==> config.mk <==
export PLATFORM = sky130hd
export DESIGN_NAME = sacp_ctrl
export DESIGN_NICKNAME = d
export VERILOG_FILES = /design/src/sacp_pkg.sv /design/src/sacp_ctrl.sv
export SDC_FILE = /design/constraint.sdc
export NUM_CORES = 1
export LEC_CHECK = 0
export BUFFER_PORTS_ARGS = -buffer_cell sky130_fd_sc_hd__buf_2
export CORE_AREA = 2 2 39 41
export CTS_CLUSTER_DIAMETER = 150
export DETAILED_ROUTE_END_ITERATION = 12
export DIE_AREA = 0 0 41 43
export PLACE_DENSITY_LB_ADDON = 0.1
export SYNTH_ARGS = -nofsm -noshare
export SYNTH_HDL_FRONTEND = slang
export SYNTH_SLANG_ARGS = --single-unit
==> constraint.sdc <==
create_clock -name clk -period 1.3 [get_ports clk]
set_input_delay 0.13 -clock clk [delete_from_list [all_inputs] [get_ports clk]]
set_output_delay 0.13 -clock clk [all_outputs]
set_load 0.05 [all_outputs]
==> src/sacp_pkg.sv <==
// ----------------------------------------------------------------------------
// sacp_pkg
// Shared types and constants for the set-associative cache policy block.
// ----------------------------------------------------------------------------
package sacp_pkg;

  // Default geometry limits
  localparam int MAX_SETS_DEF = 256;
  localparam int MAX_WAYS_DEF = 8;

  // Field widths
  localparam int TAG_W     = 30;
  localparam int STAMP_W   = 32;
  localparam int COST_W    = 18;
  localparam int CNT_W     = 32;
  localparam int TOTAL_W   = 64;
  localparam int CFG_IDX_W = 3;
  localparam int CFG_W     = 4;

  // Configuration register indexes
  localparam logic [CFG_IDX_W-1:0] CFG_SET_BITS    = 3'd0;
  localparam logic [CFG_IDX_W-1:0] CFG_OFFSET_BITS = 3'd1;
  localparam logic [CFG_IDX_W-1:0] CFG_WAYS_USED   = 3'd2;
  localparam logic [CFG_IDX_W-1:0] CFG_WRITE_ALLOC = 3'd3;
  localparam logic [CFG_IDX_W-1:0] CFG_WRITE_BACK  = 3'd4;
  localparam logic [CFG_IDX_W-1:0] CFG_LRU_MODE    = 3'd5;

  // Offset range
  localparam logic [3:0] OB_MIN = 4'd2;
  localparam logic [3:0] OB_MAX = 4'd12;

  // Cost constants
  localparam logic [COST_W-1:0] COST_ONE   = 18'd1;
  localparam logic [COST_W-1:0] COST_MEM   = 18'd100;
  localparam logic [COST_W-1:0] COST_DIRTY = 18'd200;

  // Controller to datapath commands
  typedef struct packed {
    logic clear;
    logic accept;
    logic read;
    logic lookup;
    logic update;
  } sacp_cmd_t;

  // Datapath to controller status
  typedef struct packed {
    logic clear_done;
    logic out_full;
  } sacp_status_t;

endpackage

==> src/sacp_ctrl.sv <==
// ----------------------------------------------------------------------------
// sacp_ctrl
// Sequencer: clearing pass, accept, row read, lookup, update.
// ----------------------------------------------------------------------------
module sacp_ctrl
  import sacp_pkg::*;
(
  input  logic         clk,
  input  logic         rst_n,
  input  logic         in_valid,
  input  logic         out_ready,
  input  sacp_status_t status,
  output sacp_cmd_t    cmd,
  output logic         in_ready
);

  localparam logic [2:0] ST_CLEAR = 3'd0;
  localparam logic [2:0] ST_IDLE  = 3'd1;
  localparam logic [2:0] ST_READ  = 3'd2;
  localparam logic [2:0] ST_LOOK  = 3'd3;
  localparam logic [2:0] ST_UPD   = 3'd4;

  logic [2:0] state_r, state_nxt;

  // Command decode
  always_comb begin
    cmd        = '0;
    cmd.clear  = (state_r == ST_CLEAR) && !status.clear_done;
    cmd.accept = (state_r == ST_IDLE) && in_valid;
    cmd.read   = (state_r == ST_READ);
    cmd.lookup = (state_r == ST_LOOK);
    cmd.update = (state_r == ST_UPD) && (!status.out_full || out_ready);
  end

  assign in_ready = (state_r == ST_IDLE);

  // Next state
  always_comb begin
    state_nxt = state_r;
    case (state_r)
      ST_CLEAR: if (status.clear_done) state_nxt = ST_IDLE;
      ST_IDLE:  if (cmd.accept) state_nxt = ST_READ;
      ST_READ:  state_nxt = ST_LOOK;
      ST_LOOK:  state_nxt = ST_UPD;
      ST_UPD:   if (cmd.update) state_nxt = ST_IDLE;
      default:  state_nxt = ST_CLEAR;
    endcase
  end

  always_ff @(posedge clk) begin
    if (!rst_n) state_r <= ST_CLEAR;
    else        state_r <= state_nxt;
  end

endmodule

==> results.json, run 1 <==
{
  "grt_util_met1_pct": 8.974,
  "rows": 14,
  "synth_top_flop_cell": "sky130_fd_sc_hd__dfxtp_1",
  "syn2layout_area_growth_pct": 81.01,
  "power-per-cell-area_nw_per_um2": 1072,
  "highest_net_fanout_along_the_worst_path": 6,
  "synthTopCellsByCount": "3 x sky130_fd_sc_hd__dfxtp_1, 3 x sky130_fd_sc_hd__nor2b_1, 2 x sky130_fd_sc_hd__nor2_1, 2 x sky130_fd_sc_hd__nor3_1, 2 x sky130_fd_sc_hd__nor3b_1",
  "setup_repair_after_global_routing_missed_its_margin": "yes",
  "routed_wirelength_um": 567,
  "tritoncts.num_buffers": 3,
  "global_route.peak_usage_layer": "met1",
  "antenna_found_initial": 0,
  "overall_via_count_from_detail_route": 214,
  "tritoncts_num_sinks": 3,
  "gp_congestion": 0.6165,
  "avgViaCountPerCell": 3.891,
  "cp-end-kind": "output pin",
  "netlist_top_cells_area": "sky130_fd_sc_hd__dfxtp_1 30%, sky130_fd_sc_hd__nor2b_1 9.5%, sky130_fd_sc_hd__nor3b_1 7.6%",
  "leakage_nw": 0.1615,
  "net_count_after_synthesis": 28,
  "max_cap_viol_count": 0,
  "yosysTopAreaCell": "sky130_fd_sc_hd__dfxtp_1",
  "final_layout_size_suffix_gt1_share_pct": 69.23,
  "finalNetCount": 46,
  "worst_skew_pair.late_latency_ps": 230,
  "power_switching_share_pct": 32.99,
  "final.fill_count": 160,
  "tritoncts": "yes",
  "globalRouteMet3Util_pct": 1.571,
  "coreArea_um2": 1384,
  "root_buffer": "sky130_fd_sc_hd__clkbuf_4",
  "die_height_um": 43,
  "fin_total_pwr_uw": 383.5,
  "syn_area_per_cell_um2": 8.986,
  "share_of_the_synthesized_area_in_the_top_cell_type_pct": 30.38,
  "finalHoldViolCount": 0,
  "start_util_pct": 14.29,
  "ctsHtreeMaxLevel": 1,
  "largest_registers": "state_r: 3 flops",
  "port_buffers": 11,
  "post-route-min-period_ps": 1277,
  "timing.setup.critical_path_class": "flip-flop to output pin",
  "timing.critical_path.arrival_ps": 1150,
  "synth.yosys.seq_area_share_pct": 30.38,
  "psw_uw": 126.5,
  "yosysWarningCount": 0,
  "post_synth_inst_count": 22,
  "timing.clock.skew_ps": 2.036,
  "floorplan.die.width_um": 41,
  "synthDistinctLibCells": 15,
  "postSynth.asyncResetShare_pct": 0,
  "slew-limit-headroom_pct": 83.65,
  "worst_setup_hold_path_clk_slew_ps": 40,
  "tightest_slew_ps": 246.9,
  "ctsHoldBuffers": 0,
  "synth_edf_count": 0,
  "fraction_of_power_consumed_by_sequential_logic_pct": 29.0,
  "clockPowerShare_pct": 42.5,
  "layout_worst_path_cycle_share_pct": 98.26,
  "die-area_um2": 1763,
  "max_clock_freq_mhz": 782.8,
  "dr.pass1.iters": 1,
  "totalNegativeSetupSlack_ps": 0,
  "drt-initial-drc-count": 0,
  "drt.antenna.violating_nets": 0,
  "grt_max_degree": 10,
  "crit_path_start_kind": "flip-flop",
  "max-vdd-ir-drop_mv": 0.3607,
  "result_of_the_run": "completed",
  "critPathRequiredTime_ps": 1170,
  "number_of_global_route_vias_before_repair": 197,
  "grt_util_met2_pct": 8.125,
  "grt_usage_pct": 6.921,
  "antenna_cells_inserted": 0,
  "final_setup_viols": 0,
  "grt_pass1_wl_um": 765,
  "comb_power_share_pct": 28.5,
  "cts_max_path_buffers": 2,
  "largest_register_ff_count": 3,
  "synth_seq_cells": 3,
  "drcViolationCount": 0,
  "max_flop_register": "state_r",
  "avgRoutedWirePerCell_um": 10.31,
  "pin_count": 12,
  "post-dp-hpwl_um": 395.4,
  "power_report.internal_total_uw": 257.0,
  "final_slew_violations": 0,
  "globalRoute.totalOverflow": 0,
  "min_path_type": "primary input to flip-flop",
  "syn_area_um2": 197.7
}
[power by group through the flow]
stage          Clock (mW)  Combinational, mW  Sequential [mW]
6_report            0.163              0.109            0.111
5_1_grt             0.174              0.118            0.112
4_1_cts             0.173              0.100            0.113
3_5_place_dp            0             0.0972            0.113
3_3_place_gp            0             0.0972            0.113
2_1_floorplan           0             0.0790            0.107
[placed cells by master, fill, tap and decap left out, drive strengths merged]
cell type  instances
nor3               2
clkbuf             6
buf               12
nor2b              4
nor2               2
mux2i              1
nand2b             1
and3b              1
and2b              1
dfxtp              3
a21oi              1
o31a               1
nor3b              3
nor4               1
[final timing paths]
| path | from | to | slack, ps | depth (start not counted) |
|---|---|---|---|---|
| setup / recovery | state_r[1] | cmd[0] | 20 | 3 |
| hold / removal | rst_n | state_r[0] | 140 | 2 |
| setup reg to reg | state_r[2] | state_r[0] | 290 | 3 |
| hold reg to reg | state_r[2] | state_r[1] | 450 | 1 |
[repair_timing]
action	in CTS	in global routing
setup endpoints to repair	6	3
setup buffers	0	2
gates resized for setup	6	8
gates cloned	0	0
pin swaps	1	1
hold endpoints to repair	0	0
[layer usage]
layer	part of all wire [%]	vias to the layer above
met5	0	-
met3	13	2
met2	46	12
li1	-	110
met4	2.6	0
met1	38	90
[layout make-up]
cell class | count | area [um^2] | area share (%)
well taps | 16 | 20.02 | 5.594
multi-input cells | 18 | 146.4 | 40.91
clock buffers | 4 | 26.28 | 7.343
flip-flops and latches | 3 | 66.31 | 18.53
repair buffers | 14 | 98.84 | 27.62
[stage by stage]
step	worst slack (ps)	cell area, um^2	hold slack, ps	util [%]	std cells
finish	22.60	357.8	137.9	25.86	55
global route	-27.38	357.8	146.2	25.86	55
CTS	4.239	327.8	128.0	23.69	53
detailed placement	126.3	289.0	378.0	20.89	49
global placement	153.3	289.0	381.7	20.89	49
floorplan	-190.2	211.5	257.9	-	22
[critical path, cell delays in order (launching register included)]
cell,delay (ps)
sky130_fd_sc_hd__dfxtp_4,360
sky130_fd_sc_hd__nor3b_2,200
sky130_fd_sc_hd__nor2b_4,200
sky130_fd_sc_hd__buf_8,160
[cells by family after synthesis]
logic type | Yosys count | share of synthesized area (%)
AND/OR/NAND/NOR | 15 | 55.07
multiplexers | 1 | 5.063
AO/OA/AOI/OAI | 2 | 6.960
flip-flops | 3 | 30.38
buffers and inverters | 1 | 2.529
Power figures use the tool's default switching activity.
==> run 2, diff against run 1 <==
- BUFFER_PORTS_ARGS: -buffer_cell sky130_fd_sc_hd__buf_2 -> -buffer_cell sky130_fd_sc_hd__buf_4
==> run 2 against run 1 <==
Net effect: sequential share of layout area rose by 1.1 points; largest power group unchanged; register-to-register slack lost 20 ps; clock-buffer cell count unchanged.
==> results.json, run 2 (same netlist as run 1, synthesis figures left out) <==
{
  "grt_max_degree": 10,
  "result_of_the_run": "completed",
  "max_clock_freq_mhz": 787.5,
  "register_area_um2": 71.32,
  "avgViaCountPerCell": 4.000,
  "placed_area_um2": 309.0,
  "routed_wirelength_um": 466,
  "post-route-min-period_ps": 1270,
  "start_util_pct": 14.29,
  "drt-initial-drc-count": 0,
  "globalRoute.totalOverflow": 0,
  "reg2reg_from": "state_r[2]",
  "timing.clock.skew_ps": 2.934,
  "dr.pass1.iters": 1,
  "hold_ws_ps": 134.8,
  "final_setup_viols": 0,
  "finalNetCount": 43,
  "avgRoutedWirePerCell_um": 8.962,
  "min_path_type": "primary input to flip-flop",
  "regToRegEndpoint": "state_r[0]",
  "layout.cells.most_common_list": "10 x sky130_fd_sc_hd__buf_4, 3 x sky130_fd_sc_hd__clkbuf_4, 3 x sky130_fd_sc_hd__dfxtp_4",
  "floorplan.die.width_um": 41,
  "cts_max_path_buffers": 2,
  "layout_worst_path_cycle_share_pct": 97.68,
  "worst_setup_hold_path_clk_slew_ps": 40,
  "root_buffer": "sky130_fd_sc_hd__clkbuf_4",
  "max_cap_viol_count": 0,
  "post-dp-hpwl_um": 387.1,
  "leakage_nw": 0.1508,
  "tritoncts.num_buffers": 3,
  "highest_net_fanout_along_the_worst_path": 7,
  "number_of_global_route_vias_before_repair": 192,
  "overall_via_count_from_detail_route": 208,
  "timing.setup.critical_path_class": "flip-flop to output pin",
  "setup.reg_to_reg.worst_slack_ps": 270,
  "timing.critical_path.arrival_ps": 1140,
  "die_height_um": 43,
  "power-per-cell-area_nw_per_um2": 1048,
  "tritoncts": "yes",
  "grt_usage_pct": 6.720,
  "placed_cells": 48,
  "max-vdd-ir-drop_mv": 0.3014,
  "pin_count": 12,
  "antenna_found_initial": 0,
  "crit_path_start_kind": "flip-flop",
  "post-cts-setup-buffers": 0,
  "finalHoldViolCount": 0,
  "cp-end-kind": "output pin",
  "crit_end": "cmd[0]",
  "critPathRequiredTime_ps": 1170,
  "ctsHtreeMaxLevel": 1,
  "post_layout_nonfiller_instances": 52,
  "final.fill_count": 153,
  "rr_worst_depth": 3,
  "tritoncts_num_sinks": 3,
  "slew-limit-headroom_pct": 87.07,
  "gp_congestion": 0.6812,
  "largest_register_ff_count": 3,
  "most_frequent_standard_cell_in_the_layout_excluding_fill_and_tap_cells": "sky130_fd_sc_hd__buf_4",
  "ctsHoldBuffers": 0,
  "drcViolationCount": 0,
  "die-area_um2": 1763,
  "syn2layout_area_growth_pct": 83.54,
  "final_layout_size_suffix_gt1_share_pct": 69.44,
  "multi_input_area_um2": 155.1,
  "crit_start": "state_r[0]",
  "postLayoutCellArea_um2": 362.8,
  "drt.antenna.violating_nets": 0,
  "final_slew_violations": 0,
  "grt_pass1_wl_um": 759,
  "coreArea_um2": 1384,
  "antenna_cells_inserted": 0,
  "setup_repair_after_global_routing_missed_its_margin": "yes",
  "port_buffers": 11,
  "worst_skew_pair.late_latency_ps": 230,
  "rows": 14,
  "largest_registers": "state_r: 3 flops",
  "tightest_slew_ps": 192.3,
  "max_flop_register": "state_r"
}
==> run 2: changes by cell type in the layout (fill, tap and decap cells not counted), sizes merged <==
cell | before | now
clkbuf | 6 | 4
buf | 12 | 11
==> run 2: power by group <==
group / internal (mW) / switching (mW)
Clock: 0.115 / 0.0450
Sequential: 0.0969 / 0.0151
Combinational: 0.0451 / 0.0632
Total: 0.257 / 0.123
==> run 2: worst min-delay path by stage <==
stage / start / endpoint / slack [ps] / depth (start not counted)
global placement: rst_n / state_r[2] / 370 / 2
CTS: rst_n / state_r[0] / 130 / 2
finish: rst_n / state_r[2] / 130 / 2
detailed placement: rst_n / state_r[0] / 370 / 2
global route: rst_n / state_r[0] / 140 / 2
floorplan: rst_n / state_r[0] / 260 / 1
==> run 2: what timing repair did <==
item,in CTS,in global routing
gates resized for setup,4,6
endpoints found under the setup margin,4,2
pin swaps,1,1
hold endpoints to repair,0,0
==> run 2: worst max-delay path: stages (launching register included) <==
cell and delay (ps):
sky130_fd_sc_hd__dfxtp_4 370, sky130_fd_sc_hd__nor3b_4 200, sky130_fd_sc_hd__nor2b_4 190, sky130_fd_sc_hd__buf_8 150
==> run 2: per-layer routing <==
| metal | part of all wire, % | routed length, um | GRT usage (%) |
|---|---|---|---|
| met1 | 42 | 195 | 9.295 |
| met4 | 0 | 0 | 6.000 |
| met3 | 13 | 62 | 3.141 |
| met5 | 0 | 0 | 0 |
| met2 | 45 | 208 | 7.187 |
==> run 2: final cells by class <==
cell class	instances	share of cell area, %
Multi-Input combinational cell	18	42.76
Timing Repair Buffer	11	24.83
Sequential cell	3	19.66
Clock buffer	4	7.241
Tap cell	16	5.517
==> run 2: stage by stage <==
stage          setup TNS (ps)  total power [mW]  util, %  setup WS [ps]
4_1_cts                     0            0.3905    24.77         0.3859
3_5_place_dp                0            0.2214    22.33          151.4
2_1_floorplan          -255.4            0.1858        -         -190.2
3_3_place_gp                0            0.2219    22.33          165.0
5_1_grt                -21.71            0.4061    26.22         -21.71
6_report                    0            0.3801    26.22          30.10
